==> config.mk <==
export PLATFORM = sky130hd
export DESIGN_NAME = sbj_sat
export DESIGN_NICKNAME = d
export VERILOG_FILES = /design/src/hdl/stroke_bevel_join_vertices_defines.svh /design/src/hdl/sbj_pkg.sv /design/src/hdl/sbj_sat.sv
export SDC_FILE = /design/constraint.sdc
export NUM_CORES = 1
export LEC_CHECK = 0
export ABC_CLOCK_PERIOD_IN_PS = 3300
export BUFFER_PORTS_ARGS = -buffer_cell sky130_fd_sc_hd__buf_2
export CAP_MARGIN = 20
export CORE_ASPECT_RATIO = 1.4
export CORE_MARGIN = 2
export CORE_UTILIZATION = 25
export DETAILED_ROUTE_END_ITERATION = 16
export GPL_TIMING_DRIVEN = 0
export PLACE_DENSITY_LB_ADDON = 0.25
export RECOVER_POWER = 100
export SYNTH_ARGS = -nofsm -noshare
export SYNTH_HDL_FRONTEND = slang
export SYNTH_SLANG_ARGS = --single-unit
export TNS_END_PERCENT = 5
==> constraint.sdc <==
create_clock -name clock -period 3.3 [get_ports clock]
set_input_delay 0.165 -clock clock [delete_from_list [all_inputs] [get_ports clock]]
set_output_delay 0.165 -clock clock [all_outputs]
set_load 0.05 [all_outputs]
==> src/hdl/stroke_bevel_join_vertices_defines.svh <==
// ----------------------------------------------------------------------------
// stroke bevel join vertices: assertion macros
// shared concurrent assertion forms for the join vertex generator
// ----------------------------------------------------------------------------
`ifndef STROKE_BEVEL_JOIN_VERTICES_DEFINES_SVH
`define STROKE_BEVEL_JOIN_VERTICES_DEFINES_SVH

// same-cycle implication, disabled while reset is high
`define SBJ_ASSERT_NOW(label, clk, rst, ante, cons) \
   label: assert property (@(posedge clk) disable iff (rst) (ante) |-> (cons)) \
      else $error("sbj assertion failed");

// next-cycle implication, disabled while reset is high
`define SBJ_ASSERT_NEXT(label, clk, rst, ante, cons) \
   label: assert property (@(posedge clk) disable iff (rst) (ante) |=> (cons)) \
      else $error("sbj assertion failed");

`endif

==> src/hdl/sbj_pkg.sv <==
// ----------------------------------------------------------------------------
// sbj_pkg
// types, constants and the vertex order table of the join vertex generator
// ----------------------------------------------------------------------------
`default_nettype none

package sbj_pkg;

   localparam int COORD_W = 32;
   localparam int DIR_W   = 18;
   localparam int WIDTH_W = 25;
   localparam int U_W     = 17;
   localparam int FRAC_W  = 16;
   localparam int WMUL_W  = WIDTH_W + 1;
   localparam int PROD_W  = COORD_W + WMUL_W;
   localparam int SUM_W   = PROD_W - FRAC_W + 1;
   localparam int CNT_W   = 4;
   localparam int CSR_IDX_W = 2;

   localparam logic [CNT_W-1:0] VERTS_BEVEL = CNT_W'(8);
   localparam logic [CNT_W-1:0] VERTS_MITER = CNT_W'(10);

   localparam logic [U_W-1:0] HALF_U = U_W'(32768);

   localparam logic signed [1:0] SIDE_NEG = 2'sb11;
   localparam logic signed [1:0] SIDE_POS = 2'sb01;

   localparam logic [CSR_IDX_W-1:0] CSR_LEFT_WIDTH  = CSR_IDX_W'(0);
   localparam logic [CSR_IDX_W-1:0] CSR_RIGHT_WIDTH = CSR_IDX_W'(1);
   localparam logic [CSR_IDX_W-1:0] CSR_LEFT_U      = CSR_IDX_W'(2);
   localparam logic [CSR_IDX_W-1:0] CSR_RIGHT_U     = CSR_IDX_W'(3);

   // which point of the join a vertex sits on
   typedef enum logic [2:0] {
      PT_L0,   // left edge, incoming segment
      PT_L1,   // left edge, outgoing segment
      PT_R0,   // right edge, incoming segment
      PT_R1,   // right edge, outgoing segment
      PT_QL,   // miter tip on the left
      PT_QR,   // miter tip on the right
      PT_CTR   // join point itself
   } vtx_pt_type;

   typedef struct packed {
      vtx_pt_type pt;
      logic       side_neg;
   } step_type;

   typedef struct packed {
      logic signed [COORD_W-1:0] point_x;
      logic signed [COORD_W-1:0] point_y;
      logic signed [DIR_W-1:0]   prev_dir_x;
      logic signed [DIR_W-1:0]   prev_dir_y;
      logic signed [DIR_W-1:0]   dir_x;
      logic signed [DIR_W-1:0]   dir_y;
      logic signed [COORD_W-1:0] miter_x;
      logic signed [COORD_W-1:0] miter_y;
      logic                      turns_left;
      logic                      inner_bevel;
      logic                      bevel_join;
   } item_type;

   // one vertex slot leaving the sequencer
   typedef struct packed {
      logic     valid;
      logic     last;
      step_type step;
   } issue_type;

   // one vertex after the offset multiply
   typedef struct packed {
      logic                      valid;
      logic                      last;
      logic                      side_neg;
      logic [U_W-1:0]            tex_u;
      logic signed [COORD_W-1:0] point_x;
      logic signed [COORD_W-1:0] point_y;
      logic signed [PROD_W-1:0]  prod_x;
      logic signed [PROD_W-1:0]  prod_y;
   } prod_type;

   // vertex order of the triangle strip
   function automatic step_type seq_step(input logic tl, input logic bevel,
                                         input logic [CNT_W-1:0] idx);
      step_type s;
      s.pt       = PT_CTR;
      s.side_neg = 1'b1;
      if (bevel) begin
         case (idx[2:1])
            2'd0, 2'd1: s.pt = idx[0] ? PT_R0 : PT_L0;
            default:    s.pt = idx[0] ? PT_R1 : PT_L1;
         endcase
         s.side_neg = idx[0] ^ tl;
      end else if (tl) begin
         case (idx)
            4'd0: begin s.pt = PT_L0;  s.side_neg = 1'b1; end
            4'd1: begin s.pt = PT_R0;  s.side_neg = 1'b0; end
            4'd2: begin s.pt = PT_CTR; s.side_neg = 1'b1; end
            4'd3: begin s.pt = PT_R0;  s.side_neg = 1'b0; end
            4'd4: begin s.pt = PT_QR;  s.side_neg = 1'b1; end
            4'd5: begin s.pt = PT_QR;  s.side_neg = 1'b0; end
            4'd6: begin s.pt = PT_CTR; s.side_neg = 1'b1; end
            4'd7: begin s.pt = PT_R1;  s.side_neg = 1'b0; end
            4'd8: begin s.pt = PT_L1;  s.side_neg = 1'b1; end
            default: begin s.pt = PT_R1; s.side_neg = 1'b0; end
         endcase
      end else begin
         case (idx)
            4'd0: begin s.pt = PT_L0;  s.side_neg = 1'b0; end
            4'd1: begin s.pt = PT_R0;  s.side_neg = 1'b1; end
            4'd2: begin s.pt = PT_L0;  s.side_neg = 1'b0; end
            4'd3: begin s.pt = PT_CTR; s.side_neg = 1'b1; end
            4'd4: begin s.pt = PT_QL;  s.side_neg = 1'b0; end
            4'd5: begin s.pt = PT_QL;  s.side_neg = 1'b1; end
            4'd6: begin s.pt = PT_L1;  s.side_neg = 1'b0; end
            4'd7: begin s.pt = PT_CTR; s.side_neg = 1'b1; end
            4'd8: begin s.pt = PT_L1;  s.side_neg = 1'b0; end
            default: begin s.pt = PT_R1; s.side_neg = 1'b1; end
         endcase
      end
      return s;
   endfunction

endpackage

`default_nettype wire

==> src/hdl/sbj_sat.sv <==
// ----------------------------------------------------------------------------
// sbj_sat
// drops the product fraction, adds the join point and saturates the vertex
// ----------------------------------------------------------------------------
`default_nettype none

module sbj_sat (
   input  wire logic                                clock,
   input  wire logic                                reset,
   input  wire sbj_pkg::prod_type                   prod,
   output logic                                     rsp_valid,
   output logic signed [sbj_pkg::COORD_W-1:0]       rsp_vert_x,
   output logic signed [sbj_pkg::COORD_W-1:0]       rsp_vert_y,
   output logic [sbj_pkg::U_W-1:0]                  rsp_tex_u,
   output logic signed [1:0]                        rsp_side,
   output logic                                     rsp_last_vertex
);

   logic signed [sbj_pkg::SUM_W-1:0]   sum_x;
   logic signed [sbj_pkg::SUM_W-1:0]   sum_y;
   logic signed [sbj_pkg::COORD_W-1:0] vert_x_in;
   logic signed [sbj_pkg::COORD_W-1:0] vert_y_in;

   logic                               valid_ff;
   logic signed [sbj_pkg::COORD_W-1:0] vert_x_ff;
   logic signed [sbj_pkg::COORD_W-1:0] vert_y_ff;
   logic [sbj_pkg::U_W-1:0]            tex_u_ff;
   logic signed [1:0]                  side_ff;
   logic                               last_ff;

   function automatic logic signed [sbj_pkg::COORD_W-1:0] sat32(
         input logic signed [sbj_pkg::SUM_W-1:0] v);
      logic [sbj_pkg::SUM_W-sbj_pkg::COORD_W:0] top;
      top = v[sbj_pkg::SUM_W-1:sbj_pkg::COORD_W-1];
      if (top == '0 || top == '1) begin
         return v[sbj_pkg::COORD_W-1:0];
      end else if (v[sbj_pkg::SUM_W-1]) begin
         return {1'b1, {(sbj_pkg::COORD_W-1){1'b0}}};
      end else begin
         return {1'b0, {(sbj_pkg::COORD_W-1){1'b1}}};
      end
   endfunction

   // arithmetic shift floors toward minus infinity
   assign sum_x = sbj_pkg::SUM_W'(prod.point_x)
                + sbj_pkg::SUM_W'(prod.prod_x >>> sbj_pkg::FRAC_W);
   assign sum_y = sbj_pkg::SUM_W'(prod.point_y)
                + sbj_pkg::SUM_W'(prod.prod_y >>> sbj_pkg::FRAC_W);

   assign vert_x_in = sat32(sum_x);
   assign vert_y_in = sat32(sum_y);

   always_ff @(posedge clock) begin
      if (reset) begin
         valid_ff <= 1'b0;
      end else begin
         valid_ff <= prod.valid;
      end
   end

   always_ff @(posedge clock) begin
      vert_x_ff <= vert_x_in;
      vert_y_ff <= vert_y_in;
      tex_u_ff  <= prod.tex_u;
      side_ff   <= prod.side_neg ? sbj_pkg::SIDE_NEG : sbj_pkg::SIDE_POS;
      last_ff   <= prod.last;
   end

   assign rsp_valid       = valid_ff;
   assign rsp_vert_x      = vert_x_ff;
   assign rsp_vert_y      = vert_y_ff;
   assign rsp_tex_u       = tex_u_ff;
   assign rsp_side        = side_ff;
   assign rsp_last_vertex = last_ff && valid_ff;

endmodule

`default_nettype wire

# == Word-level counts from Yosys, hierarchy flattened ==
# Index checks and enable logic that the tools add are counted.
# op_classes
n_addsub,2
eq_ne,2
muxes,5
n_reduce_logical,5
# ops
op,count
2-to-1 mux 32 bit,4
adder 32 x 42 -> 43 bit,2
equality test 12 bit (second input constant),2
zero test 12 bit,2
logical OR 1 bit,2
2-to-1 mux 2 bit,1
logical AND 1 bit,1
# totals
register_bits,85
in_bits,202
out_inout_bits,85
wordCells,20

# == Logic depth before layout (Yosys ltp) ==
# logic_depth
word_depth,4
ltp_mapped,15
depth_no_buf,14

# == Worst setup path after synthesis ==
# No wires, ideal clock.
# synth_path
kind,input to register
start,input port prod[83] (netlist bit)
end,"register vert_x_ff, in the netlist rsp_vert_x[13]"
setup_time_ns,0.123
arrival_time_ns,3.256
required_time_ns,3.177
setup_slack_ns,-0.079
cell_stages,13
path_buffers,1
cell_sequence,ha_1 a21o_1 o21bai_1 a41o_1 a211oi_2 o31ai_1 a311oi_1 xnor2_1 nand2_1 or3_1 o41ai_4 buf_6 mux2_1
# synth_between
elab_chain_len,4
elab_cells_between_ends,6
cone_classes,add/sub: 1; eq/ne: 1; mux: 2; reduce/logical: 2
# synth_lines
element,line,source
from (decl),sbj_sat.sv:10,"input wire sbj_pkg::prod_type prod,"
adder 32 x 42 -> 43 bit *,sbj_sat.sv:46,+ sbj_pkg::SUM_W'(prod.prod_x >>> sbj_pkg::FRAC_W);
equality test 12 bit or zero test 12 bit (tied branches),sbj_sat.sv:35,if (top == '0 || top == '1) begin
logical OR 1 bit,sbj_sat.sv:35,
2-to-1 mux 32 bit *,sbj_sat.sv:35,
named net vert_x_in (one bit),sbj_sat.sv:21,logic signed [sbj_pkg::COORD_W-1:0] vert_x_in;
to (signal assigned),sbj_sat.sv:62,vert_x_ff <= vert_x_in;
to (decl),sbj_sat.sv:25,logic signed [sbj_pkg::COORD_W-1:0] vert_x_ff;
# Mark *: on every way through the listed nets, which the timed path passes. The rest lies on a longest branch.
# A chain may end at the register's enable or synchronous reset.

# == Worst setup path after layout ==
# layout_path
start,input port prod[74] (netlist bit)
end,"register vert_x_ff, in the netlist rsp_vert_x[22]"
# The elaborated chain is that of the path after synthesis.

==> impl_results.md <==
* Slew HR at 0.515
* Multi-input logic area at 6010 µm²
* Fin cells at 1,608
* DRT Wirelength at 26.5 mm
* Clk buf depth at 2
* Vias per cell at 4.92
* Design Power at 4.36 mW
* Mux share of post-synthesis cell area at 0.0480
* Root buffer cell: clkbuf_16
* Drt first pass iters at 5
* Fill count at 3,279
* Finished Cell Area at 10,400 µm²
* Die X at 152 µm
* Crit end category: flip-flop
* Overall routing resource usage at 0.163
* Top FF cell, synth: dfxtp_1
* Post-synthesis sequential area ratio at 0.221
* Ys async rst share at 0
* Placed insts at 1,556
* Complex-gate fraction of the synthesized area at 0.276
* Clock-pin slew on the worst setup and hold paths at 60 ps
* Yosys cell types at 90
* MaxCap Viol Count at 0
* RePlAce Congestion at 0.865
* Final hold slack at 73.0 ps
* Final worst setup slack at 35.2 ps
* Drt drc at 0
* Final hold vios at 0
* Register area at 1680 µm²
* First-pass GRT wire length at 40.5 mm
* Largest cells by area after synthesis: dfxtp_1 (22%), ha_1 (14%), a21oi_1 (6.2%), a21o_1 (4.8%), xnor2_1 (4.6%)
* CP required at 3570 ps
* Startpoint class of the critical path: input pin
* Dpl ws at -711 ps
* Initial antenna violation count at 0
* Die Footprint at 31,900 µm²
* HPWL Detailed at 21.9 mm
* RSZ-0062 raised after global routing: yes
* GRT overflow at 0
* Die Height at 211 µm
* H-tree Lvls at 3
* Slew @ Worst Pin at 731 ps
* Slew Limit Fails at 0
* Antenna diodes at 0
* Yosys warnings at 0
* Largest net degree at the start of global routing at 16
* Syn avg cell area at 8.30 µm²
* CTS Buf Count at 9
* Syn nets at 1,206
* Synthesized area at 7620 µm²
* Cell with the most instances after synthesis: a21oi_1
* CP arrival at 3540 ps
* Final nets at 1,506
* Worst-path maximum fanout at 10
* Main combinational cell family by area after synthesis: compound AO/OA/AOI/OAI gates
* DR iter-0 viols at 317
* Leak at 4.48 nW
* Number of flops mapped to enable cells by yosys at 0
* Site row count at 75
* Post-route ant nets at 0
* Share of the synthesized area in the top cell type at 0.221
* Post-Synth XOR/XNOR Area at 0.0849
* Yosys reg bits at 84
* Final period util at 0.989
* Synth Area in Simple Gates at 0.177
* Worst VDD drop at 0.231 mV
* Cell taking the most area after synthesis: dfxtp_1
* Initial core utilization at 0.254
* Post-Synth Adder-Cell Area at 0.143
* Placement Cell Area at 9400 µm²
* IO Port Bufs at 253
* Critical path type: input pin to flip-flop
* Status: complete, no violations
* Hold Path Class: input pin to flip-flop
* F_max at 0.306 GHz
* Period minus WS final at 3260 ps
* Commonest cells in the netlist: a21oi_1 (94), dfxtp_1 (84), ha_1 (84)
* Pwr dens at 418 nW/µm²
* Routed via count at 7,914
* Share of cells above drive strength 1 at 0.276
* Count of final setup violators at 0
* Vias in the first global route at 7,938
* Area growth from synthesis to final layout at 36.9%
* Clock sink count at 84
* Utilization after layout at 0.347
* Post-Route Setup TNS at 0 ps
* CTS tree: done
* Core Area at 30,000 µm²
* Cells after synthesis at 918
* DR WL/cell at 16.5 µm
* Boundary Pins at 287
[timing repair]
| item | in CTS | in global routing |
|---|---|---|
| pin swaps | 11 | 34 |
| gates resized for setup | 37 | 79 |
| endpoints found under the setup margin | 62 | 62 |
| hold buffers | 20 | 0 |
| setup buffers | 10 | 11 |
| endpoints found under the hold margin | 20 | 0 |
[cell type report]
| class | count | area share |
|---|---|---|
| buffer | 41 | 0.0302 |
| clock buffer | 10 | 0.0220 |
| clock inverter | 6 | 0.00684 |
| inverter | 27 | 0.00984 |
| multi-input combinational | 761 | 0.576 |
| sequential | 84 | 0.161 |
| tap | 385 | 0.0462 |
| timing repair buffer | 294 | 0.147 |
[cell families after synthesis]
group	Yosys count
buffers and inverters	73
flip-flops	84
adder cells (fa/ha/maj)	86
AO/OA/AOI/OAI	306
XOR/XNOR	73
multiplexers	36
AND/OR/NAND/NOR	259
other	1
[worst paths after layout]
path / startpoint / endpoint / cells after the start
max: prod[74] / rsp_vert_x[22] / 17
min: prod[199] / rsp_valid / 2
[critical path: stages]
cell,delay (ps)
buf_2,100
ha_1,230
inv_1,80
fa_2,210
nand2b_4,130
a21oi_2,50
nand2b_4,170
a211oi_4,370
o31ai_4,110
a311oi_2,270
xnor2_1,170
nand2_1,90
or3_4,410
o41ai_4,370
buf_4,220
buf_12,150
mux2i_1,220
[cell usage in the layout (no fill, tap or decap), types with 38 or more instances in the layout]
master and count:
nor2_1 42, ha_1 67, a21oi_1 82, buf_2 175
nand2_1 75, o21ai_0 46, dfxtp_1 84, clkbuf_1 93
a21o_1 49, xnor2_1 38
[flip-flops by register name, summed over array words and instances (netlist names)]
name and count:
last_ff 1, rsp_side 1, rsp_tex_u 17, rsp_valid 1, rsp_vert_x 32, rsp_vert_y 32
[layer usage]
layer / global-route usage / share of wire / vias up
met5: 0 / 0 / -
met4: 0.0562 / 0.023 / 0
met3: 0.0281 / 0.046 / 31
met2: 0.318 / 0.55 / 211
met1: 0.172 / 0.38 / 3674
li1: - / - / 3998
[report_power, final]
part	switching (mW)	total (mW)	internal (mW)
combinational	1.39	2.13	0.731
clock	0.459	1.06	0.596
sequential	0.0381	1.18	1.14
Note: power is estimated with default switching activity, not from simulation.
