==> src/hdl/stroke_bevel_join_vertices_defines.svh <==
// ----------------------------------------------------------------------------
// stroke bevel join vertices: assertion macros
// shared concurrent assertion forms for the join vertex generator
// ----------------------------------------------------------------------------
`ifndef STROKE_BEVEL_JOIN_VERTICES_DEFINES_SVH
`define STROKE_BEVEL_JOIN_VERTICES_DEFINES_SVH

// same-cycle implication, disabled while reset is high
`define SBJ_ASSERT_NOW(label, clk, rst, ante, cons) \
   label: assert property (@(posedge clk) disable iff (rst) (ante) |-> (cons)) \
      else $error("sbj assertion failed");

// next-cycle implication, disabled while reset is high
`define SBJ_ASSERT_NEXT(label, clk, rst, ante, cons) \
   label: assert property (@(posedge clk) disable iff (rst) (ante) |=> (cons)) \
      else $error("sbj assertion failed");

`endif

==> src/hdl/sbj_pkg.sv <==
// ----------------------------------------------------------------------------
// sbj_pkg
// types, constants and the vertex order table of the join vertex generator
// ----------------------------------------------------------------------------
`default_nettype none

package sbj_pkg;

   localparam int COORD_W = 32;
   localparam int DIR_W   = 18;
   localparam int WIDTH_W = 25;
   localparam int U_W     = 17;
   localparam int FRAC_W  = 16;
   localparam int WMUL_W  = WIDTH_W + 1;
   localparam int PROD_W  = COORD_W + WMUL_W;
   localparam int SUM_W   = PROD_W - FRAC_W + 1;
   localparam int CNT_W   = 4;
   localparam int CSR_IDX_W = 2;

   localparam logic [CNT_W-1:0] VERTS_BEVEL = CNT_W'(8);
   localparam logic [CNT_W-1:0] VERTS_MITER = CNT_W'(10);

   localparam logic [U_W-1:0] HALF_U = U_W'(32768);

   localparam logic signed [1:0] SIDE_NEG = 2'sb11;
   localparam logic signed [1:0] SIDE_POS = 2'sb01;

   localparam logic [CSR_IDX_W-1:0] CSR_LEFT_WIDTH  = CSR_IDX_W'(0);
   localparam logic [CSR_IDX_W-1:0] CSR_RIGHT_WIDTH = CSR_IDX_W'(1);
   localparam logic [CSR_IDX_W-1:0] CSR_LEFT_U      = CSR_IDX_W'(2);
   localparam logic [CSR_IDX_W-1:0] CSR_RIGHT_U     = CSR_IDX_W'(3);

   // which point of the join a vertex sits on
   typedef enum logic [2:0] {
      PT_L0,   // left edge, incoming segment
      PT_L1,   // left edge, outgoing segment
      PT_R0,   // right edge, incoming segment
      PT_R1,   // right edge, outgoing segment
      PT_QL,   // miter tip on the left
      PT_QR,   // miter tip on the right
      PT_CTR   // join point itself
   } vtx_pt_type;

   typedef struct packed {
      vtx_pt_type pt;
      logic       side_neg;
   } step_type;

   typedef struct packed {
      logic signed [COORD_W-1:0] point_x;
      logic signed [COORD_W-1:0] point_y;
      logic signed [DIR_W-1:0]   prev_dir_x;
      logic signed [DIR_W-1:0]   prev_dir_y;
      logic signed [DIR_W-1:0]   dir_x;
      logic signed [DIR_W-1:0]   dir_y;
      logic signed [COORD_W-1:0] miter_x;
      logic signed [COORD_W-1:0] miter_y;
      logic                      turns_left;
      logic                      inner_bevel;
      logic                      bevel_join;
   } item_type;

   // one vertex slot leaving the sequencer
   typedef struct packed {
      logic     valid;
      logic     last;
      step_type step;
   } issue_type;

   // one vertex after the offset multiply
   typedef struct packed {
      logic                      valid;
      logic                      last;
      logic                      side_neg;
      logic [U_W-1:0]            tex_u;
      logic signed [COORD_W-1:0] point_x;
      logic signed [COORD_W-1:0] point_y;
      logic signed [PROD_W-1:0]  prod_x;
      logic signed [PROD_W-1:0]  prod_y;
   } prod_type;

   // vertex order of the triangle strip
   function automatic step_type seq_step(input logic tl, input logic bevel,
                                         input logic [CNT_W-1:0] idx);
      step_type s;
      s.pt       = PT_CTR;
      s.side_neg = 1'b1;
      if (bevel) begin
         case (idx[2:1])
            2'd0, 2'd1: s.pt = idx[0] ? PT_R0 : PT_L0;
            default:    s.pt = idx[0] ? PT_R1 : PT_L1;
         endcase
         s.side_neg = idx[0] ^ tl;
      end else if (tl) begin
         case (idx)
            4'd0: begin s.pt = PT_L0;  s.side_neg = 1'b1; end
            4'd1: begin s.pt = PT_R0;  s.side_neg = 1'b0; end
            4'd2: begin s.pt = PT_CTR; s.side_neg = 1'b1; end
            4'd3: begin s.pt = PT_R0;  s.side_neg = 1'b0; end
            4'd4: begin s.pt = PT_QR;  s.side_neg = 1'b1; end
            4'd5: begin s.pt = PT_QR;  s.side_neg = 1'b0; end
            4'd6: begin s.pt = PT_CTR; s.side_neg = 1'b1; end
            4'd7: begin s.pt = PT_R1;  s.side_neg = 1'b0; end
            4'd8: begin s.pt = PT_L1;  s.side_neg = 1'b1; end
            default: begin s.pt = PT_R1; s.side_neg = 1'b0; end
         endcase
      end else begin
         case (idx)
            4'd0: begin s.pt = PT_L0;  s.side_neg = 1'b0; end
            4'd1: begin s.pt = PT_R0;  s.side_neg = 1'b1; end
            4'd2: begin s.pt = PT_L0;  s.side_neg = 1'b0; end
            4'd3: begin s.pt = PT_CTR; s.side_neg = 1'b1; end
            4'd4: begin s.pt = PT_QL;  s.side_neg = 1'b0; end
            4'd5: begin s.pt = PT_QL;  s.side_neg = 1'b1; end
            4'd6: begin s.pt = PT_L1;  s.side_neg = 1'b0; end
            4'd7: begin s.pt = PT_CTR; s.side_neg = 1'b1; end
            4'd8: begin s.pt = PT_L1;  s.side_neg = 1'b0; end
            default: begin s.pt = PT_R1; s.side_neg = 1'b1; end
         endcase
      end
      return s;
   endfunction

endpackage

`default_nettype wire

==> src/hdl/sbj_seq.sv <==
// ----------------------------------------------------------------------------
// sbj_seq
// holds the current join and steps through its vertex slots, one per cycle
// ----------------------------------------------------------------------------
`default_nettype none
`include "stroke_bevel_join_vertices_defines.svh"

module sbj_seq (
   input  wire logic              clock,
   input  wire logic              reset,
   input  wire logic              start,
   input  wire sbj_pkg::item_type item_in,
   output logic                   busy,
   output sbj_pkg::item_type      item_out,
   output sbj_pkg::issue_type     issue
);

   logic                       active_ff;
   logic [sbj_pkg::CNT_W-1:0]  idx_ff;
   sbj_pkg::item_type          item_ff;
   sbj_pkg::step_type          step;
   logic [sbj_pkg::CNT_W-1:0]  count;
   logic                       last;
   logic                       last_issue;
   logic                       accept;

   assign step  = sbj_pkg::seq_step(item_ff.turns_left, item_ff.bevel_join, idx_ff);
   assign count = item_ff.bevel_join ? sbj_pkg::VERTS_BEVEL : sbj_pkg::VERTS_MITER;
   assign last  = (idx_ff == count - sbj_pkg::CNT_W'(1));

   // next join may load while the last slot of this one issues
   assign last_issue = active_ff && last;
   assign busy       = active_ff && !last_issue;
   assign accept     = start && !busy;

   always_ff @(posedge clock) begin
      if (reset) begin
         active_ff <= 1'b0;
         idx_ff    <= '0;
      end else if (accept) begin
         active_ff <= 1'b1;
         idx_ff    <= '0;
      end else if (last_issue) begin
         active_ff <= 1'b0;
      end else if (active_ff) begin
         idx_ff <= idx_ff + sbj_pkg::CNT_W'(1);
      end
   end

   always_ff @(posedge clock) begin
      if (accept) begin
         item_ff <= item_in;
      end
   end

   assign item_out    = item_ff;
   assign issue.valid = active_ff;
   assign issue.last  = last;
   assign issue.step  = step;

   `SBJ_ASSERT_NEXT(a_load_first, clock, reset, accept, active_ff && idx_ff == '0)
   `SBJ_ASSERT_NEXT(a_no_drop, clock, reset, active_ff && !last && !accept, active_ff)
   `SBJ_ASSERT_NOW(a_idx_range, clock, reset, active_ff, idx_ff < sbj_pkg::VERTS_MITER)
   `SBJ_ASSERT_NEXT(a_step_on, clock, reset, active_ff && !last && !accept,
                    idx_ff == $past(idx_ff) + sbj_pkg::CNT_W'(1))

endmodule

`default_nettype wire

==> config.mk <==
export PLATFORM = sky130hd
export DESIGN_NAME = sbj_seq
export DESIGN_NICKNAME = d
export VERILOG_FILES = /design/src/hdl/sbj_pkg.sv /design/src/hdl/sbj_seq.sv
export VERILOG_INCLUDE_DIRS = /design/src /design/src/hdl
export SDC_FILE = /design/constraint.sdc
export NUM_CORES = 1
export LEC_CHECK = 0
export ABC_AREA = 0
export ABC_CLOCK_PERIOD_IN_PS = 33900
export BUFFER_PORTS_ARGS = -buffer_cell sky130_fd_sc_hd__clkbuf_2
export CORE_AREA = 2 2 164 166
export DETAILED_ROUTE_END_ITERATION = 10
export DIE_AREA = 0 0 166 168
export GPL_TIMING_DRIVEN = 0
export PLACE_DENSITY = 0.55
export RECOVER_POWER = 100
export SYNTH_ARGS = -nofsm -noshare
export SYNTH_HDL_FRONTEND = slang
export SYNTH_SLANG_ARGS = --single-unit
==> constraint.sdc <==
create_clock -name clock -period 33.9 [get_ports clock]
set_clock_uncertainty 0.1 [all_clocks]
set_input_delay 3.39 -clock clock [delete_from_list [all_inputs] [get_ports clock]]
set_output_delay 3.39 -clock clock [all_outputs]
set_load 0.01 [all_outputs]
Word-level counts from Yosys, hierarchy flattened

Memories as Yosys holds them, arrays and structs flattened. A register that Yosys moved wholly into a read port is not among the register bits.
Cells that the tools add are included.

Register bits: 208
Memory bits (read-only): 128
Output and inout port bits: 210
Memories kept: 2

Memories:

| memory           | depth | bits a word | read ports | clocked after Yosys merged registers in | write ports | RTL line       | source |
|---|---|---|---|---|---|---|---|
| (name not given) | 16    | 4           | 1          | 1                                       | 0           | sbj_pkg.sv:95  | `case (idx)` |
| (name not given) | 16    | 4           | 1          | 1                                       | 0           | sbj_pkg.sv:108 | `case (idx)` |

Add/sub/neg operators: 2
Eq/ne operators: 2
Muxes and demuxes: 12
Bitwise operators: 2
Reduce and logical (&&, ||, !) cells: 10

Operators with widths:

| cell                  | count |
|---|---|
| $mux W4               | 6 |
| $mux W2               | 4 |
| $add A4 B1 Y4 const B | 1 |
| $eq A4 B4 Y1          | 1 |
| $reduce_or A2 Y1      | 2 |
| $sub A4 B1 Y4 const B | 1 |
| $logic_and A1 B1 Y1   | 3 |
| $eq A2 B1 Y1 const B  | 1 |
| $logic_not A1 Y1      | 2 |
| $logic_not A2 Y1      | 1 |
| $mux W1               | 2 |
| $reduce_and A2 Y1     | 1 |
| $reduce_bool A2 Y1    | 1 |
| $not A1 Y1            | 1 |
| $xor A1 B1 Y1         | 1 |

Logic depth before layout (Yosys ltp)

Depth in word-level cells: 10
Mapped depth: 8

Worst setup path after synthesis

Ideal clock, no wire load.

Path type: input-to-reg
Start point: input start
End point: register item_ff, in the netlist item_out[0], enable pin
Setup time: 0.792 ns
Data arrival time: 12.142 ns
Path slack: 20.866 ns
Stages on the path: 1
Cells stage by stage: nor2b_1

Word-level cells in the longest chain between the ends: 1

RTL lines:

| what                 | RTL line      | source |
|---|---|---|
| from (decl)          | sbj_seq.sv:11 | `input wire logic start,` |
| $logic_and A1 B1 Y1  | sbj_seq.sv:34 | `assign accept = start && !busy;` |
| to (signal assigned) | sbj_seq.sv:52 | `item_ff <= item_in;` |
| to (decl)            | sbj_seq.sv:20 | `sbj_pkg::item_type item_ff;` |

No other way between the ends.
A chain may end at the register's enable or synchronous reset.

Final worst setup path

Start point: input start
End point: register item_ff, in the netlist item_out[22], enable pin

Word-level cells in the longest chain between the ends: 1

RTL lines:

| what                | RTL line      | source |
|---|---|---|
| $logic_and A1 B1 Y1 | sbj_seq.sv:34 |  |
| net accept          | sbj_seq.sv:25 | `logic accept;` |

The timed path passes the listed nets, and every way through them passes these cells.

==> metrics.md <==
| Metric | Value |
|---|---|
| Tightest Pin Transition | 1.90 ns |
| Die area | 0.0279 mm² |
| Crit path depth | 5 |
| Total GRT Usage | around 13% |
| Slew Limit Headroom | -26.5% |
| Clock network fraction of total power | between 30% and 40% |
| CP required | 33.89 ns |
| FF-to-FF Start | item_out[0] |
| Die X | 166 µm |
| Sw Share | about 22% |
| Fin crit share | around a quarter |
| Drt pass-1 iters | 4 |
| Residual DRC | 0 |
| Yosys warns | 0 |
| Fillers | between 2000 and 3000 |
| Final HPWL from detailed placement | between 10 and 15 mm |
| Root Driver | clkbuf_16 |
| Top_reg_cell synth | edfxtp_1 |
| Synthesized cell area | roughly 0.0069 mm² |
| CTS tree | built |
| Top cell by count, worst path | clkbuf_1 |
| Worst vdd ir | between 40 and 50 µV |
| Utilization after layout | a little under two fifths |
| CP startpoint kind | primary input |
| Final Hold Vio Count | 0 |
| Min Tclk post-route | roughly 8.5 ns |
| Reg2reg path depth | 8 |
| Worst min-delay path class | register to register |
| Crit path cell chain | clkbuf_1 -> nor2b_1 -> clkbuf_1 -> clkbuf_1 -> clkbuf_1 |
| Arr. time, crit path | ~8.5 ns |
| Post-Synthesis Cells | 301 |
| CP Buf/Inv Count | 4 |
| Sw Pwr | ~130 µW |
| Clock Latency Late Sink | between 0.5 and 0.6 ns |
| Fmax | between 0.1 and 0.15 GHz |
| Max Buffers Root-to-Sink | 3 |
| Power Total | approximately 590 µW |
| FF+latch count, synth | about 220 |
| Reg clk slew, reported paths | around 0.06 ns |
| Hold Path Cell Cnt | 3 |
| Top-count cell post-synth | edfxtp_1 |
| Rows | 60 |
| Setup TNS | 0 ns |
| Routed wire length | 19.6 mm |
| Top cells by area, synth | edfxtp_1 88%, dfxtp_1 3.8%, a21oi_1 0.65% |
| First-pass GRT wire length | 27.3 mm |
| Final Wtd Congestion | around 0.8 |
| Setup Buffers After CTS | 0 |
| Clock Sinks | roughly 220 |
| Crit-path slowest cell | clkbuf_1 |
| Vias in the first global route | 4385 |
| Core footprint | between 0.02 and 0.03 mm² |
| Leakage Power | 3.72 nW |
| Final setup fails | 0 |
| Number of synthesized flops with an enable pin | between 200 and 250 |
| Pint | roughly 460 µW |
| Seq pwr share | 53.3% |
| Failing checks | max-capacitance violations, max-slew violations |
| Worst Setup SP | start |
| Area fraction of the dominant cell type after synthesis | between 80% and 90% |
| Run status | finished with violations |
| CP endpoint kind | register |
| FFs w/ async S/R, synth | 0% |
| Layout area overhead | 42.7% |
| Syn avg cell area | 23.0 µm² |
| Slowest cell delay on critical path | ~1.4 ns |
| Worst path top cell family by delay | buffers and inverters |
| Reg2reg setup slack | 27.20 ns |
| P per Cell Area | between 50 and 60 mW/mm² |
| RSZ-0062 raised after global routing | false |
| Syn_nets | 509 |
| Worst setup path endpoint | item_out[22] |
| Die Span Y | between 150 and 200 µm |
| First DRT Iteration DRCs | around 290 |
| Post-DRT Antenna Nets | 0 |
| Synth cell types | 40 |
| Comb power frac | roughly 6.9% |
| Max-cap violations | 6 |
| Max-slew violation count | ~210 |
| Register area share after synthesis | about nine tenths |
| Pin count of the biggest net entering global routing | 36 |
| Initial Utilization | 26.3% |
| TritonCTS Buffers | 24 |
| H-tree levels | 1 |
| Number of I/O pins | between 400 and 500 |
| Vias | approximately 4500 |
| Cts repair resizes | 0 |
| Worst reg2reg path endpoint | item_out[22] |
| Remaining Overflow, GRT | 0 |
| Critical path class | primary input to register |
| CP max FO | 35 |
| PortBufs | a little over 400 |
| WL per Instance | approximately 18 µm |
| Initial antenna violation count | 2 |
| Nets | between 900 and 1000 |
| Layout cells sized above 1 | 32.2% |
| Post-synth top cells | 203 x edfxtp_1, 13 x dfxtp_1, 9 x a21oi_1 |
| Leading area contributor after synthesis | edfxtp_1 |
| Cts hold-fix bufs | 0 |
| Via density | between 4 and 5 |
-- tightest hold or removal path: cells and delay by family, from the launching register on --
family          cells  cell delay (ns)
simple gates        1             0.14
flops               1             0.37
compound gates      2             0.31
-- worst min path at each step --
stage / from / to
after floorplan: idx_ff[2] / register
after global placement: idx_ff[2] / register
after detailed placement: idx_ff[2] / register
after CTS: idx_ff[2] / register
after global routing: idx_ff[2] / register
final: idx_ff[2] / register
-- per-layer routing --
| layer | vias up | track usage (%) | part of all wire, % |
|---|---|---|---|
| met5 | - | 0 | 0.066 |
| met4 | 2 | 3.52 | 1.9 |
| met3 | 37 | 5.01 | 9.7 |
| met2 | 222 | 21.8 | 50 |
| met1 | 2196 | 15.2 | 38 |
| li1 | 2088 | - | - |
-- sequential cells by signal (all words and copies together) (netlist names), named ones only --
name / cells
item_out: 203
idx_ff: 4
active_ff: 1
-- layout by cell type (no fill, tap or decap), types with 2 or more instances in the layout --
cell type,n
nand4_1,2
edfxtp_1,203
dfxtp_1,13
a211oi_1,4
nor2b_1,3
and3_1,3
a21o_1,2
nor2_1,6
clkbuf_16,25
clkinv_1,6
clkbuf_2,201
ha_1,2
a211oi_2,2
clkbuf_1,227
or2_2,2
buf_4,2
nand2_1,3
nand3_1,4
mux2i_1,2
o21ai_0,7
o21bai_1,2
inv_1,9
clkinv_2,7
a21oi_1,9
-- power groups by stage --
stage	Combinational (mW)	Clock [mW]	Sequential (mW)
after floorplan	0.00805	0	0.331
after detailed placement	0.0466	0	0.319
after global placement	0.0435	0	0.326
final	0.0404	0.235	0.314
after global routing	0.0439	0.256	0.315
after CTS	0.0468	0.246	0.313
-- per-stage QoR --
stage                     instance area (µm²)  cells  setup WS (ns)  hold slack (ns)
after floorplan                          6930    301          20.87            0.614
after global placement                   9430   1057          16.57            0.700
after detailed placement                 9560   1063          28.73            0.720
after CTS                               10300   1106          28.28            0.738
after global routing                     9880   1106          24.70            0.817
final                                    9890   1107          25.42            0.746
-- logic make-up (layout without fill, tap and decap cells) --
| logic type | Yosys count | after routing | share of synthesized area [%] |
|---|---|---|---|
| and+or+nand+nor | 29 | 29 | 2.47 |
| other | 0 | 1 | 0 |
| AOI/OAI and AO/OA | 35 | 35 | 3.94 |
| muxes | 2 | 2 | 0.289 |
| buffers and inverters | 16 | 480 | 1.08 |
| adders and majority gates | 2 | 2 | 0.361 |
| xor gates and xnor gates | 1 | 1 | 0.126 |
| DFF | 216 | 216 | 91.7 |
-- final cells by class --
cell class | instances | area (µm²) | share of cell area [%]
antenna | 1 | 2.50 | 0.0253
buffer | 6 | 37.5 | 0.380
sequential | 216 | 6360 | 64.3
inverter | 10 | 37.5 | 0.380
timing repair buffer | 421 | 1830 | 18.5
clock buffer | 29 | 641 | 6.48
multi-input combinational | 69 | 485 | 4.91
clock inverter | 14 | 68.8 | 0.696
tap | 341 | 427 | 4.32
No activity file was read; power rests on OpenSTA's default activity.
