--- config.mk ---
export PLATFORM = sky130hd
export DESIGN_NAME = sbj_mul
export DESIGN_NICKNAME = d
export VERILOG_FILES = /design/src/hdl/stroke_bevel_join_vertices_defines.svh /design/src/hdl/sbj_pkg.sv /design/src/hdl/sbj_mul.sv
export SDC_FILE = /design/constraint.sdc
export NUM_CORES = 2
export LEC_CHECK = 0
export ABC_AREA = 1
export BUFFER_PORTS_ARGS = -buffer_cell sky130_fd_sc_hd__buf_4
export CAP_MARGIN = 40
export CORE_MARGIN = 10
export CORE_UTILIZATION = 35
export DETAILED_ROUTE_END_ITERATION = 8
export GPL_ROUTABILITY_DRIVEN = 0
export PLACE_DENSITY = 0.59
export SYNTH_ARGS = -nofsm -noshare
export SYNTH_HDL_FRONTEND = slang
export SYNTH_SLANG_ARGS = --single-unit
--- constraint.sdc ---
create_clock -name clock -period 26 [get_ports clock]
set_input_delay 1.3 -clock clock [delete_from_list [all_inputs] [get_ports clock]]
set_output_delay 1.3 -clock clock [all_outputs]
set_load 0.01 [all_outputs]
--- src/hdl/stroke_bevel_join_vertices_defines.svh ---
// ----------------------------------------------------------------------------
// stroke bevel join vertices: assertion macros
// shared concurrent assertion forms for the join vertex generator
// ----------------------------------------------------------------------------
`ifndef STROKE_BEVEL_JOIN_VERTICES_DEFINES_SVH
`define STROKE_BEVEL_JOIN_VERTICES_DEFINES_SVH

// same-cycle implication, disabled while reset is high
`define SBJ_ASSERT_NOW(label, clk, rst, ante, cons) \
   label: assert property (@(posedge clk) disable iff (rst) (ante) |-> (cons)) \
      else $error("sbj assertion failed");

// next-cycle implication, disabled while reset is high
`define SBJ_ASSERT_NEXT(label, clk, rst, ante, cons) \
   label: assert property (@(posedge clk) disable iff (rst) (ante) |=> (cons)) \
      else $error("sbj assertion failed");

`endif

--- src/hdl/sbj_pkg.sv ---
// ----------------------------------------------------------------------------
// sbj_pkg
// types, constants and the vertex order table of the join vertex generator
// ----------------------------------------------------------------------------
`default_nettype none

package sbj_pkg;

   localparam int COORD_W = 32;
   localparam int DIR_W   = 18;
   localparam int WIDTH_W = 25;
   localparam int U_W     = 17;
   localparam int FRAC_W  = 16;
   localparam int WMUL_W  = WIDTH_W + 1;
   localparam int PROD_W  = COORD_W + WMUL_W;
   localparam int SUM_W   = PROD_W - FRAC_W + 1;
   localparam int CNT_W   = 4;
   localparam int CSR_IDX_W = 2;

   localparam logic [CNT_W-1:0] VERTS_BEVEL = CNT_W'(8);
   localparam logic [CNT_W-1:0] VERTS_MITER = CNT_W'(10);

   localparam logic [U_W-1:0] HALF_U = U_W'(32768);

   localparam logic signed [1:0] SIDE_NEG = 2'sb11;
   localparam logic signed [1:0] SIDE_POS = 2'sb01;

   localparam logic [CSR_IDX_W-1:0] CSR_LEFT_WIDTH  = CSR_IDX_W'(0);
   localparam logic [CSR_IDX_W-1:0] CSR_RIGHT_WIDTH = CSR_IDX_W'(1);
   localparam logic [CSR_IDX_W-1:0] CSR_LEFT_U      = CSR_IDX_W'(2);
   localparam logic [CSR_IDX_W-1:0] CSR_RIGHT_U     = CSR_IDX_W'(3);

   // which point of the join a vertex sits on
   typedef enum logic [2:0] {
      PT_L0,   // left edge, incoming segment
      PT_L1,   // left edge, outgoing segment
      PT_R0,   // right edge, incoming segment
      PT_R1,   // right edge, outgoing segment
      PT_QL,   // miter tip on the left
      PT_QR,   // miter tip on the right
      PT_CTR   // join point itself
   } vtx_pt_type;

   typedef struct packed {
      vtx_pt_type pt;
      logic       side_neg;
   } step_type;

   typedef struct packed {
      logic signed [COORD_W-1:0] point_x;
      logic signed [COORD_W-1:0] point_y;
      logic signed [DIR_W-1:0]   prev_dir_x;
      logic signed [DIR_W-1:0]   prev_dir_y;
      logic signed [DIR_W-1:0]   dir_x;
      logic signed [DIR_W-1:0]   dir_y;
      logic signed [COORD_W-1:0] miter_x;
      logic signed [COORD_W-1:0] miter_y;
      logic                      turns_left;
      logic                      inner_bevel;
      logic                      bevel_join;
   } item_type;

   // one vertex slot leaving the sequencer
   typedef struct packed {
      logic     valid;
      logic     last;
      step_type step;
   } issue_type;

   // one vertex after the offset multiply
   typedef struct packed {
      logic                      valid;
      logic                      last;
      logic                      side_neg;
      logic [U_W-1:0]            tex_u;
      logic signed [COORD_W-1:0] point_x;
      logic signed [COORD_W-1:0] point_y;
      logic signed [PROD_W-1:0]  prod_x;
      logic signed [PROD_W-1:0]  prod_y;
   } prod_type;

   // vertex order of the triangle strip
   function automatic step_type seq_step(input logic tl, input logic bevel,
                                         input logic [CNT_W-1:0] idx);
      step_type s;
      s.pt       = PT_CTR;
      s.side_neg = 1'b1;
      if (bevel) begin
         case (idx[2:1])
            2'd0, 2'd1: s.pt = idx[0] ? PT_R0 : PT_L0;
            default:    s.pt = idx[0] ? PT_R1 : PT_L1;
         endcase
         s.side_neg = idx[0] ^ tl;
      end else if (tl) begin
         case (idx)
            4'd0: begin s.pt = PT_L0;  s.side_neg = 1'b1; end
            4'd1: begin s.pt = PT_R0;  s.side_neg = 1'b0; end
            4'd2: begin s.pt = PT_CTR; s.side_neg = 1'b1; end
            4'd3: begin s.pt = PT_R0;  s.side_neg = 1'b0; end
            4'd4: begin s.pt = PT_QR;  s.side_neg = 1'b1; end
            4'd5: begin s.pt = PT_QR;  s.side_neg = 1'b0; end
            4'd6: begin s.pt = PT_CTR; s.side_neg = 1'b1; end
            4'd7: begin s.pt = PT_R1;  s.side_neg = 1'b0; end
            4'd8: begin s.pt = PT_L1;  s.side_neg = 1'b1; end
            default: begin s.pt = PT_R1; s.side_neg = 1'b0; end
         endcase
      end else begin
         case (idx)
            4'd0: begin s.pt = PT_L0;  s.side_neg = 1'b0; end
            4'd1: begin s.pt = PT_R0;  s.side_neg = 1'b1; end
            4'd2: begin s.pt = PT_L0;  s.side_neg = 1'b0; end
            4'd3: begin s.pt = PT_CTR; s.side_neg = 1'b1; end
            4'd4: begin s.pt = PT_QL;  s.side_neg = 1'b0; end
            4'd5: begin s.pt = PT_QL;  s.side_neg = 1'b1; end
            4'd6: begin s.pt = PT_L1;  s.side_neg = 1'b0; end
            4'd7: begin s.pt = PT_CTR; s.side_neg = 1'b1; end
            4'd8: begin s.pt = PT_L1;  s.side_neg = 1'b0; end
            default: begin s.pt = PT_R1; s.side_neg = 1'b1; end
         endcase
      end
      return s;
   endfunction

endpackage

`default_nettype wire

--- src/hdl/sbj_mul.sv ---
// ----------------------------------------------------------------------------
// sbj_mul
// picks the offset coefficients and width of a vertex and multiplies them
// ----------------------------------------------------------------------------
`default_nettype none

module sbj_mul (
   input  wire logic                          clock,
   input  wire logic                          reset,
   input  wire sbj_pkg::item_type             item,
   input  wire sbj_pkg::issue_type            issue,
   input  wire logic [sbj_pkg::WIDTH_W-1:0]   left_width,
   input  wire logic [sbj_pkg::WIDTH_W-1:0]   right_width,
   input  wire logic [sbj_pkg::U_W-1:0]       left_u,
   input  wire logic [sbj_pkg::U_W-1:0]       right_u,
   output sbj_pkg::prod_type                  prod
);

   logic use_miter;
   logic use_next;
   logic use_right;
   logic use_zero;
   logic left_miter;
   logic right_miter;

   logic signed [sbj_pkg::COORD_W-1:0] coef_x;
   logic signed [sbj_pkg::COORD_W-1:0] coef_y;
   logic signed [sbj_pkg::WMUL_W-1:0]  w_mag;
   logic signed [sbj_pkg::WMUL_W-1:0]  w_x;
   logic signed [sbj_pkg::WMUL_W-1:0]  w_y;
   logic [sbj_pkg::U_W-1:0]            tex_u;

   logic                  valid_ff;
   sbj_pkg::prod_type     prod_ff;
   sbj_pkg::prod_type     prod_in;

   // inner side is mitered unless inner bevel is asked for
   assign left_miter  = item.turns_left && !item.inner_bevel;
   assign right_miter = !item.turns_left && !item.inner_bevel;

   always_comb begin
      use_miter = 1'b0;
      use_next  = 1'b0;
      use_right = 1'b0;
      use_zero  = 1'b0;
      case (issue.step.pt)
         sbj_pkg::PT_L0: begin
            use_miter = left_miter;
         end
         sbj_pkg::PT_L1: begin
            use_miter = left_miter;
            use_next  = 1'b1;
         end
         sbj_pkg::PT_R0: begin
            use_miter = right_miter;
            use_right = 1'b1;
         end
         sbj_pkg::PT_R1: begin
            use_miter = right_miter;
            use_next  = 1'b1;
            use_right = 1'b1;
         end
         sbj_pkg::PT_QL: begin
            use_miter = 1'b1;
         end
         sbj_pkg::PT_QR: begin
            use_miter = 1'b1;
            use_right = 1'b1;
         end
         default: begin
            use_zero = 1'b1;
         end
      endcase
   end

   // left normal of (dx,dy) is (dy,-dx)
   always_comb begin
      if (use_zero) begin
         coef_x = '0;
         coef_y = '0;
      end else if (use_miter) begin
         coef_x = item.miter_x;
         coef_y = item.miter_y;
      end else if (use_next) begin
         coef_x = sbj_pkg::COORD_W'(item.dir_y);
         coef_y = sbj_pkg::COORD_W'(item.dir_x);
      end else begin
         coef_x = sbj_pkg::COORD_W'(item.prev_dir_y);
         coef_y = sbj_pkg::COORD_W'(item.prev_dir_x);
      end
   end

   assign w_mag = $signed({1'b0, (use_right ? right_width : left_width)});
   assign w_x   = use_right ? -w_mag : w_mag;
   assign w_y   = use_miter ? w_x : -w_x;

   always_comb begin
      if (use_zero) begin
         tex_u = sbj_pkg::HALF_U;
      end else if (use_right) begin
         tex_u = right_u;
      end else begin
         tex_u = left_u;
      end
   end

   assign prod_in.valid    = issue.valid;
   assign prod_in.last     = issue.last;
   assign prod_in.side_neg = issue.step.side_neg;
   assign prod_in.tex_u    = tex_u;
   assign prod_in.point_x  = item.point_x;
   assign prod_in.point_y  = item.point_y;
   assign prod_in.prod_x   = sbj_pkg::PROD_W'(coef_x) * sbj_pkg::PROD_W'(w_x);
   assign prod_in.prod_y   = sbj_pkg::PROD_W'(coef_y) * sbj_pkg::PROD_W'(w_y);

   always_ff @(posedge clock) begin
      if (reset) begin
         valid_ff <= 1'b0;
      end else begin
         valid_ff <= prod_in.valid;
      end
   end

   always_ff @(posedge clock) begin
      prod_ff <= prod_in;
   end

   always_comb begin
      prod       = prod_ff;
      prod.valid = valid_ff;
   end

endmodule

`default_nettype wire

# ---- After elaboration in Yosys (flattened, before gate mapping)
# Cells that the tools add are included.
dict set report totals {
  elab_cells 41
  ff_bits 200
  input_bits 295
  out_inout_bits 200
}
dict set report classes {
  eq_ne 5
  n_reduce_logical 11
  n_addsub 2
  mul 2
  n_mux 13
}
# op n
set ops {}
lappend ops {{$mux 32} 6}
lappend ops {{$mul 32x26->58} 2}
lappend ops {{$mux 26} 2}
lappend ops {{$neg 25->26} 1}
lappend ops {{$neg 26->26} 1}
lappend ops {{$mux 25} 1}
lappend ops {{$mux 17} 1}
lappend ops {{$reduce_or 2->1} 4}
lappend ops {{$eq 3x2->1 const B} 2}
lappend ops {{$eq 3x3->1 const B} 2}
lappend ops {{$reduce_or 6->1} 1}
lappend ops {{$eq 3x1->1 const B} 1}
lappend ops {{$logic_not 3->1} 1}
lappend ops {{$pmux 1 s3} 1}
lappend ops {{$reduce_or 3->1} 1}
lappend ops {{$logic_and 1x1->1} 2}
lappend ops {{$logic_not 1->1} 2}
lappend ops {{$mux 1} 2}

# ---- Longest topological paths before layout
dict set report depth {
  ltp_word 9
  depth_mapped 55
  depth_no_buf 52
}

# ---- Worst setup path after synthesis
# Ideal clock, no wire load.
dict set report synth_path {
  path_type {input-to-reg}
  startpoint {input port issue[2] (netlist bit)}
  endpoint {register prod_ff, in the netlist prod[56]}
  arrival_time_ns 9.777
  path_buffers 5
  stages 46
  required_time_ns 25.873
  slack_ns 16.097
  setup_time_ns 0.127
  path_cell_list {inv_2 nand3_4 nand2_4 nand2_1 nand2_1 clkbuf_1 buf_1 ha_1 o21ai_2 clkbuf_1 ha_1 nand3_1 nor3_2 inv_2 nor2_4 nor2_1 nand2_1 nand2_1 (+10 left out) inv_1 fa_1 fa_1 inv_1 fa_1 inv_1 ha_1 a21oi_1 inv_1 a21oi_1 o21ai_0 a21oi_1 nand3_1 nand2_1 o211ai_1 a21oi_1 o21ai_0 xor2_1}
}
# element line_no
set synth_rtl {}
lappend synth_rtl {{from (decl)} sbj_mul.sv:11} ;# input wire sbj_pkg::issue_type issue,
lappend synth_rtl {{to (signal assigned)} sbj_mul.sv:125} ;# prod_ff <= prod_in;
lappend synth_rtl {{to (decl)} sbj_mul.sv:34} ;# sbj_pkg::prod_type prod_ff;

==> impl_metrics.yaml <==
synth:
  ys_ff_latch: 200
  syn_nets: 10200
  netlist_area_um2: 65600
  synth_area_leaders: "fa_1 52%, inv_1 12%, nand2_1 10%"
  syn_inst: 7846
  syn_avg_cell_area_um2: 8.36
  ys_seq_area_share_pct: 6.11
  synth_edf_count: 0
  yosysUniqueCellTypes: 50
  ys_warn_count: 0
  async_flop_share_pct: 0
  synthFlopType: "dfxtp_1"
  yosysTopAreaCell: "fa_1"
  synth_top_area_share_pct: 52.1
worst_hold_path:
  worstHoldStart: "item[180]"
  whs_path_depth: 1
  hold_end: "prod[157]"
  hold_path.class: "in -> reg"
die:
  die_w_um: 453
  rows: 158
  num_io_pins: 495
  initial_utilization_pct: 35.3
  die_area_um2: 205000
  die_y_um: 453
  core_um2: 186000
timing:
  setup_ws_ns: 12.31
  final_hold_viol_count: 0
  relSlewSlack_pct: 34.9
  worst_slew_pin_slew_ns: 0.970
  report.final.slew_viol_count: 0
  rsz0062_at_grt: "no"
  fin_crit_ns: 13.69
  fmax_mhz: 73.0
  fin_setup_tns_ns: 0
  timing.final.crit_share_pct: 52.7
  setup_viol: 0
placement:
  post-place-cells: 10700
  place_ws_ns: 11.74
  dp_hpwl_um: 189000
  io_buffers: 493
  postPlaceCellArea_um2: 72500
global_route:
  grt_pass1_wl_um: 351000
  grt_overflow_total: 0
  grt_pass1_vias: 57900
  antenna_found_initial: 8
  grt_max_degree: 79
  track_usage_pct: 22.6
final_layout:
  syn_to_final_growth_pct: 11.5
  drive_above_1_share_pct: 9.74
  nets: 10500
  final-instance-count-excl-fill: 10700
  stdcell_area_um2: 73100
run_status:
  outcome: "finished clean"
critical_path:
  max_stage_delay_ns: 0.72
  crit_path_frequent_cell: "fa_1"
  arrival_ns: 14.14
  cp-end-kind: "register"
  crit_required_ns: 26.45
  start_kind: "input pin"
  critPathLaunch: "issue[2]"
  crit_type: "in -> reg"
  worst-path-max-fanout: 35
  cp_slowest_cell: "clkinv_1"
cts:
  ctsResizeCount: 0
  cts_num_sinks: 200
  cts_hold_buf: 0
  clkSlewWorstSetupHoldPaths_ns: 0.09
  root_buffer: "clkbuf_16"
  post_cts_buffers: 0
  htreeDepth: 4
  clk_path_buf_depth: 2
  cts_tree: "yes"
  cts_buffers: 17
drt:
  wl_um: 230000
  vias: 53000
  post-route-drc-count: 0
  wl_per_cell_um: 21.5
  dr.pass1.iters: 5
  drtAntennaViolNets: 0
  drt_iter0_drc: 4048
  vias_per_cell: 4.95
run:
  maxCapViolations: 0
## cells in the final DEF (no fill, tap or decap), types with 4 or more instances in the layout
master / synthesis / layout
inv_1: 2018 / 2016
nand2_1: 1823 / 1819
fa_1: 1708 / 1708
buf_4: 7 / 626
nor2_1: 638 / 625
ha_1: 318 / 318
dfxtp_1: 200 / 200
nand3_1: 153 / 152
o21ai_0: 148 / 141
a21oi_1: 133 / 132
xor2_1: 80 / 80
xnor2_1: 52 / 52
nor2_4: 24 / 29
a31oi_1: 25 / 25
a21o_1: 25 / 25
nor2_2: 15 / 23
inv_2: 21 / 22
nand2_2: 17 / 20
nand3b_1: 17 / 17
o21ai_1: 14 / 17
clkbuf_16: 0 / 17
nor3_1: 13 / 13
clkinv_1: 9 / 10
nand4_1: 10 / 10
o211ai_1: 10 / 10
o21bai_1: 9 / 9
o21a_1: 9 / 9
diode_2: 0 / 8
buf_8: 2 / 8
a21boi_0: 7 / 7
buf_16: 0 / 7
nand3_4: 5 / 6
nand2_4: 5 / 6
o21ai_2: 2 / 5
and3_1: 5 / 5
clkinv_8: 0 / 5
inv_6: 0 / 5
nor4_1: 5 / 4
buf_2: 34 / 4
## area by class of cell
| cell class | instances | area [um2] |
|---|---|---|
| clock buffers | 18 | 429 |
| multi-input cells | 5287 | 52600 |
| fillers | 19000 | 113000 |
| flip-flops and latches | 200 | 4000 |
| repair buffers | 647 | 5060 |
| inverters | 2049 | 7690 |
| well taps | 2480 | 3100 |
| diodes | 8 | 20.0 |
| clock inverters | 14 | 185 |
## per-layer routing
layer  vias to the layer above  share of wire [%]  global-route usage (%)
li1                      23000                  -                       -
met1                     27100                 37                    27.0
met2                      2348                 47                    37.2
met3                       533                9.1                    5.33
met4                         6                7.1                    13.2
met5                         -              0.013                   0.140
## per-stage QoR
stage / util [%] / hold WS [ns]
5_1_grt: 39.3 / 0.780
3_5_place_dp: 39.0 / 1.41
2_1_floorplan: - / 1.33
3_3_place_gp: 38.8 / 1.40
6_report: 39.4 / 0.825
4_1_cts: 39.3 / 0.770
## kinds of logic after synthesis
family	after synthesis	share of synthesized area, %
adder cells (fa/ha/maj)	2026	58.2
AND/OR/NAND/NOR	2740	16.8
AO/OA/AOI/OAI	389	3.29
XOR/XNOR	132	1.76
flip-flops	200	6.11
buffers and inverters	2359	13.8
## flip-flops by register name, summed over array words and instances (netlist names)
name      count
valid_ff      1
prod        199
## cell usage after synthesis, types with 9 or more instances
cell type  count
a21o_1        25
a21oi_1      133
a31oi_1       25
buf_1         17
buf_2         34
buf_6         15
clkbuf_1     235
clkinv_1       9
dfxtp_1      200
fa_1        1708
ha_1         318
inv_1       2018
inv_2         21
nand2_1     1823
nand2_2       17
nand3_1      153
nand3b_1      17
nand4_1       10
nor2_1       638
nor2_2        15
nor2_4        24
nor3_1        13
o211ai_1      10
o21a_1         9
o21ai_0      148
o21ai_1       14
o21bai_1       9
xnor2_1       52
xor2_1        80
## worst max-delay path: cells and delay by family
| kind | cells | cell delay, ns |
|---|---|---|
| AND/OR/NAND/NOR | 14 | 3.84 |
| adder cells (fa/ha/maj) | 8 | 3.80 |
| buffers and inverters | 14 | 3.73 |
| AO/OA/AOI/OAI | 4 | 1.16 |
| XOR/XNOR | 1 | 0.17 |
## worst max-delay path by stage
stage                     to  slack (ns)  depth (start not counted)
finish              prod[57]       12.31                         41
global route        prod[57]       11.87                         41
CTS                 prod[57]       12.36                         41
detailed placement  prod[57]       11.74                         41
global placement    prod[57]       11.78                         41
floorplan           prod[56]       16.10                         46
Power is not shown: default switching activity piles up to over one toggle a cycle in this logic, so the estimate is an artifact.
